[config.mk]
export PLATFORM = sky130hd
export DESIGN_NAME = e2g_ctrl
export DESIGN_NICKNAME = d
export VERILOG_FILES = /design/src/e2g_pkg.sv /design/src/e2g_ctrl.sv
export SDC_FILE = /design/constraint.sdc
export NUM_CORES = 1
export LEC_CHECK = 0
export ABC_AREA = 0
export BUFFER_PORTS_ARGS = -buffer_cell sky130_fd_sc_hd__buf_2
export CAP_MARGIN = 20
export CORE_ASPECT_RATIO = 0.9
export CORE_MARGIN = 2
export CORE_UTILIZATION = 40
export CTS_CLUSTER_SIZE = 25
export DETAILED_ROUTE_END_ITERATION = 12
export PLACE_DENSITY = 0.66
export SKIP_LAST_GASP = 1
export SLEW_MARGIN = 25
export SYNTH_ARGS = -nofsm -noshare
export SYNTH_HDL_FRONTEND = slang
export SYNTH_SLANG_ARGS = --single-unit
[constraint.sdc]
create_clock -name clock -period 2.1 [get_ports clock]
set_input_delay 0.21 -clock clock [delete_from_list [all_inputs] [get_ports clock]]
set_output_delay 0.21 -clock clock [all_outputs]
set_load 0.02 [all_outputs]
[src/e2g_pkg.sv]
package e2g_pkg;

   // Field and register widths
   localparam int COORD_BITS  = 40;
   localparam int ANGLE_W     = 32;
   localparam int ALT_W       = 40;
   localparam int AXIS_W      = 33;
   localparam int ECC_W       = 34;
   localparam int LIMIT_W     = 4;
   localparam int THRESH_W    = 16;
   localparam int CSR_DATA_W  = 34;
   localparam int CSR_INDEX_W = 2;

   // Register indexes
   localparam logic [CSR_INDEX_W-1:0] CSR_SEMI_MAJOR = 2'd0;
   localparam logic [CSR_INDEX_W-1:0] CSR_ECC_SQ     = 2'd1;
   localparam logic [CSR_INDEX_W-1:0] CSR_ITER_LIMIT = 2'd2;
   localparam logic [CSR_INDEX_W-1:0] CSR_THRESHOLD  = 2'd3;

   // Register reset values (WGS84)
   localparam logic [AXIS_W-1:0]   SEMI_MAJOR_RST = 33'd6378137000;
   localparam logic [ECC_W-1:0]    ECC_SQ_RST     = 34'd7360548640;
   localparam logic [LIMIT_W-1:0]  ITER_LIMIT_RST = 4'd10;
   localparam logic [THRESH_W-1:0] THRESHOLD_RST  = 16'd1;

   // Unit step counts
   localparam int CORDIC_STEPS = 32;
   localparam int MUL_STEPS    = 4;
   localparam int SQRT_STEPS   = 32;
   localparam int DIV_STEPS    = 80;
   localparam int CNT_W        = 7;

   // Fixed-point constants
   localparam logic [63:0]        KINV_Q32  = 64'd2608131496;
   localparam logic signed [63:0] KINV_Q30  = 64'sd652032874;
   localparam logic [63:0]        ONE_Q40   = 64'h0000_0100_0000_0000;
   localparam logic [31:0]        COS_TINY  = 32'd1024;
   localparam logic [63:0]        QUOT_SAT  = 64'h0001_0000_0000_0000;
   localparam logic signed [31:0] QUARTER   = 32'sd1073741824;
   localparam logic signed [63:0] ALT_MAX   = 64'sd549755813887;
   localparam logic signed [63:0] ALT_MIN   = -64'sd549755813888;

   // Datapath operations; the controller state carries the same codes
   localparam logic [3:0] OP_IDLE     = 4'd0;
   localparam logic [3:0] OP_VEC_LON  = 4'd1;
   localparam logic [3:0] OP_MUL_P    = 4'd2;
   localparam logic [3:0] OP_MUL_PE   = 4'd3;
   localparam logic [3:0] OP_VEC_LAT0 = 4'd4;
   localparam logic [3:0] OP_ROT      = 4'd5;
   localparam logic [3:0] OP_MUL_S2   = 4'd6;
   localparam logic [3:0] OP_MUL_ES2  = 4'd7;
   localparam logic [3:0] OP_SQRT     = 4'd8;
   localparam logic [3:0] OP_DIV_N    = 4'd9;
   localparam logic [3:0] OP_MUL_EN   = 4'd10;
   localparam logic [3:0] OP_MUL_T    = 4'd11;
   localparam logic [3:0] OP_VEC_LAT  = 4'd12;
   localparam logic [3:0] OP_DIV_ALT  = 4'd13;
   localparam logic [3:0] OP_MUL_SUB  = 4'd14;
   localparam logic [3:0] OP_FINISH   = 4'd15;

   typedef struct packed {
      logic       load;
      logic       go;
      logic [3:0] op;
   } e2g_cmd_type;

   typedef struct packed {
      logic done;
      logic conv;
   } e2g_stat_type;

   // CORDIC arctangent table, binary angle units
   localparam logic [31:0] ATAN_TAB [CORDIC_STEPS] = '{
      32'd536870912, 32'd316933406, 32'd167458907, 32'd85004756, 32'd42667331,
      32'd21354465, 32'd10679838, 32'd5340245, 32'd2670163, 32'd1335087,
      32'd667544, 32'd333772, 32'd166886, 32'd83443, 32'd41722, 32'd20861,
      32'd10430, 32'd5215, 32'd2608, 32'd1304, 32'd652, 32'd326, 32'd163,
      32'd81, 32'd41, 32'd20, 32'd10, 32'd5, 32'd3, 32'd1, 32'd1, 32'd0
   };

endpackage

[src/e2g_ctrl.sv]
module e2g_ctrl (
   input  logic                             clock,
   input  logic                             reset,
   input  logic                             start,
   output logic                             busy,
   input  logic [e2g_pkg::LIMIT_W-1:0]      iter_limit,
   input  e2g_pkg::e2g_stat_type            stat,
   output e2g_pkg::e2g_cmd_type             cmd,
   output logic                             rsp_valid,
   output logic [e2g_pkg::LIMIT_W-1:0]      iters_used
);

   logic [3:0]                  state_ff, state_in;
   logic                        issued_ff, issued_in;
   logic                        final_ff, final_in;
   logic [e2g_pkg::LIMIT_W-1:0] used_ff, used_in;
   logic                        valid_ff, valid_in;
   logic [e2g_pkg::LIMIT_W-1:0] limit_eff;

   assign limit_eff  = (iter_limit == '0) ? 4'd1 : iter_limit;
   assign busy       = state_ff != e2g_pkg::OP_IDLE;
   assign cmd.op     = state_ff;
   assign cmd.go     = busy && !issued_ff;
   assign cmd.load   = !busy && start;
   assign rsp_valid  = valid_ff;
   assign iters_used = used_ff;

   // Next state: each state runs one datapath operation
   always_comb begin
      state_in  = state_ff;
      issued_in = issued_ff;
      final_in  = final_ff;
      used_in   = used_ff;
      valid_in  = 1'b0;
      if (cmd.go) begin
         issued_in = 1'b1;
      end
      if (cmd.load) begin
         state_in = e2g_pkg::OP_VEC_LON;
         final_in = 1'b0;
         used_in  = '0;
      end else if (stat.done) begin
         issued_in = 1'b0;
         case (state_ff)
            e2g_pkg::OP_VEC_LON:  state_in = e2g_pkg::OP_MUL_P;
            e2g_pkg::OP_MUL_P:    state_in = e2g_pkg::OP_MUL_PE;
            e2g_pkg::OP_MUL_PE:   state_in = e2g_pkg::OP_VEC_LAT0;
            e2g_pkg::OP_VEC_LAT0: state_in = e2g_pkg::OP_ROT;
            e2g_pkg::OP_ROT:      state_in = e2g_pkg::OP_MUL_S2;
            e2g_pkg::OP_MUL_S2:   state_in = e2g_pkg::OP_MUL_ES2;
            e2g_pkg::OP_MUL_ES2:  state_in = e2g_pkg::OP_SQRT;
            e2g_pkg::OP_SQRT:     state_in = e2g_pkg::OP_DIV_N;
            e2g_pkg::OP_DIV_N: begin
               state_in = final_ff ? e2g_pkg::OP_DIV_ALT : e2g_pkg::OP_MUL_EN;
            end
            e2g_pkg::OP_MUL_EN:   state_in = e2g_pkg::OP_MUL_T;
            e2g_pkg::OP_MUL_T:    state_in = e2g_pkg::OP_VEC_LAT;
            e2g_pkg::OP_VEC_LAT: begin
               // refinement pass done; stop on convergence or at the limit
               state_in = e2g_pkg::OP_ROT;
               used_in  = used_ff + 1'b1;
               final_in = stat.conv || (used_in == limit_eff);
            end
            e2g_pkg::OP_DIV_ALT:  state_in = e2g_pkg::OP_MUL_SUB;
            e2g_pkg::OP_MUL_SUB:  state_in = e2g_pkg::OP_FINISH;
            e2g_pkg::OP_FINISH: begin
               state_in = e2g_pkg::OP_IDLE;
               valid_in = 1'b1;
            end
            default: state_in = e2g_pkg::OP_IDLE;
         endcase
      end
   end

   always_ff @(posedge clock) begin
      if (reset) begin
         state_ff  <= e2g_pkg::OP_IDLE;
         issued_ff <= 1'b0;
         final_ff  <= 1'b0;
         used_ff   <= '0;
         valid_ff  <= 1'b0;
      end else begin
         state_ff  <= state_in;
         issued_ff <= issued_in;
         final_ff  <= final_in;
         used_ff   <= used_in;
         valid_ff  <= valid_in;
      end
   end

endmodule

==> reports/qor.txt <==
Starting Density = 43.28%
Status = finished, final reports clean
Synth cell types = 30
Grt total ovfl = 0
Die X = 46.19 um
Gr usage total = 15.42%
Area Overhead vs Synth = 20.31%
Row cnt = 13
DR pass1 iterations = 4
Post-synth top area share = 34.38%
Critical path required time = 2.28 ns
CP Cell Sequence = ha_1 -> or3_1 -> a21oi_1 -> o211ai_1 -> a311oi_1
Commonest non-fill, non-tap cell in the layout = buf_2
DP Cell Count = 116
Fin area = 770.7 sq um
Final layout net count = 109
Clock Path Buffers = 2
Clock latency on the worst-skew pair = 0.27 ns
Final wirelength = 1231 um
Synth area leader = dfxtp_1
Crit Path Class = reg2reg
Max incr delay on CP = 0.42 ns
Yosys Warn Count = 0
Final worst slack = 0.4185 ns
Initial antenna violation count = 0
IO Pins = 21
Final hold violation count = 0
Pwr Density = 563.8 nW/um^2
Wire length per cell = 10.26 um
Finished Layout Cells = 120
Final Setup Violations = 0
Share of cells above drive strength 1 = 31.63%
Most frequent cells in the layout = 20 x buf_2, 11 x nor2_1, 11 x dfxtp_1, 6 x inv_1, 6 x nand2_1
Post-synthesis register bit count = 11
Headroom to the max-slew limit = 67.69%
Area contributors post-synth = dfxtp_1 34%, nor2_1 6.4%, xnor2_1 5.5%, xor2_1 4.1%, inv_1 3.5%
Worst Hold Class = in2reg
Die span in y = 41.97 um
Slowest cell on crit path = dfxtp_1
Synth async-reset ratio = 0%
Vias in the first global route = 536
Syn Inst Count = 77
Setup crit end kind = register
CP Launch Type = register
Largest net degree at the start of global routing = 13
EDFF count, synth = 0
RSZ-0062 raised after global routing = false
# resized after CTS = 0
Clk root buf = clkbuf_4
Setup_tns = 0 ns
Fill cells = 159
Post-Syn Area per Cell = 8.320 sq um
Htree depth = 1
Core area = 1480 sq um
TritonCTS clock tree = done
# hold bufs at CTS = 0
Top_reg_cell synth = dfxtp_1
Critical path data arrival time = 1.86 ns
Port Buffers = 20
CTS clk-pin slew, worst paths = 0.07 ns
CTS Buf Count = 3
Min cycle time layout = 1.681 ns
Max cap viols = 0
RePlAce Congestion = 0.6874
Post-Place Cell Area = 744.5 sq um
Mapped Area = 640.6 sq um
Worst-path fanout max = 5
First-pass GRT wire length = 2208 um
Reg2Reg Setup Slack = 0.42 ns
DRC Markers = 0
Hpwl dp = 935 um
Final Max Slew Viols = 0
Sequential cell area fraction in the yosys report = 34.37%
Leak pwr = 0.3185 nW
# Post-CTS Setup Buffers = 0
Worst Tran Pin Value = 0.4840 ns
Total power = 434.5 uW
Initial drt markers = 13
Via count = 579
F_max = 594.7 MHz
CTS sink count = 11
Syn Nets = 87
IR Drop Worst-Case VDD = 0.0002998 V
Final Cycle Share = 80.07%
Pre-CTS setup slack = 0.4433 ns
Skew final = 0.002044 ns
Full die area = 1938 sq um
Diode count = 0
ANT nets after route = 0
Via/cell ratio = 4.825
[synth_stat cells, drive strengths merged, types with 3 or more instances]
library cell / number
nand3: 4
o21ai: 3
nand2: 8
nor3: 3
nor2: 13
xor2: 3
buf: 3
xnor2: 4
dfxtp: 11
a21oi: 4
inv: 6
[cell families (layout without fill, tap and decap cells)]
| logic type | count (synthesis) | count (layout) | share of synthesized area, % |
|---|---|---|---|
| AO/OA/AOI/OAI | 15 | 15 | 15.24 |
| XOR/XNOR | 7 | 7 | 9.570 |
| adder cells (fa/ha/maj) | 1 | 1 | 1.953 |
| buffers and inverters | 9 | 30 | 7.226 |
| flip-flops | 11 | 11 | 34.37 |
| multiplexers | 2 | 2 | 3.125 |
| AND/OR/NAND/NOR | 32 | 32 | 28.52 |
[flip-flops by register name, summed over array words and instances (netlist names)]
name,flops
final_ff,1
issued_ff,1
iters_used,4
rsp_valid,1
state_ff,4
[per-layer routing]
layer  up-vias  global-route usage [%]  share of wire (%)
met4         0                   8.571                1.7
met5         -                       0                  0
met2        20                   23.33                 44
met3         4                   2.609                4.0
li1        303                       -                  -
met1       252                   20.05                 50
[path summary, 6_finish.rpt]
kind                              startpoint                        to  cells after the start
setup / recovery  iters_used[0]$_SDFFE_PP0P_     final_ff$_SDFFE_PP0P_                      5
hold / removal                         reset  state_ff[0]$_SDFFE_PP0P_                      2
setup reg to reg  iters_used[0]$_SDFFE_PP0P_     final_ff$_SDFFE_PP0P_                      5
hold reg to reg         issued_ff$_SDFF_PP0_      issued_ff$_SDFF_PP0_                      2
[worst max-delay path: cells and delay by family, from the launching register on]
| kind | cells | cell delay [ns] |
|---|---|---|
| fa+ha+maj | 1 | 0.30 |
| flops | 1 | 0.42 |
| compound gates | 3 | 0.49 |
| simple gates | 1 | 0.38 |
[stage by stage]
stage	utilization (%)	hold slack, ns
6_report	52.07	0.1305
5_1_grt	52.07	0.1325
4_1_cts	52.07	0.1315
3_5_place_dp	50.30	0.4162
3_3_place_gp	50.30	0.4125
2_1_floorplan	-	0.2791
[cell type report]
type | instances | area (sq um) | share of cell area, %
clock buffer | 4 | 26.28 | 3.409
inverter | 6 | 22.52 | 2.922
multi-input combinational | 57 | 374.1 | 48.54
sequential | 11 | 220.2 | 28.57
tap | 22 | 27.53 | 3.571
timing repair buffer | 20 | 100.1 | 12.99
[report_power, final]
group	internal, mW	switching, mW	leakage, nW
Combinational	0.0260	0.0398	0.214
Clock	0.0735	0.0722	0.0150
Sequential	0.213	0.0103	0.0891
(Power assumes the default switching activity.)
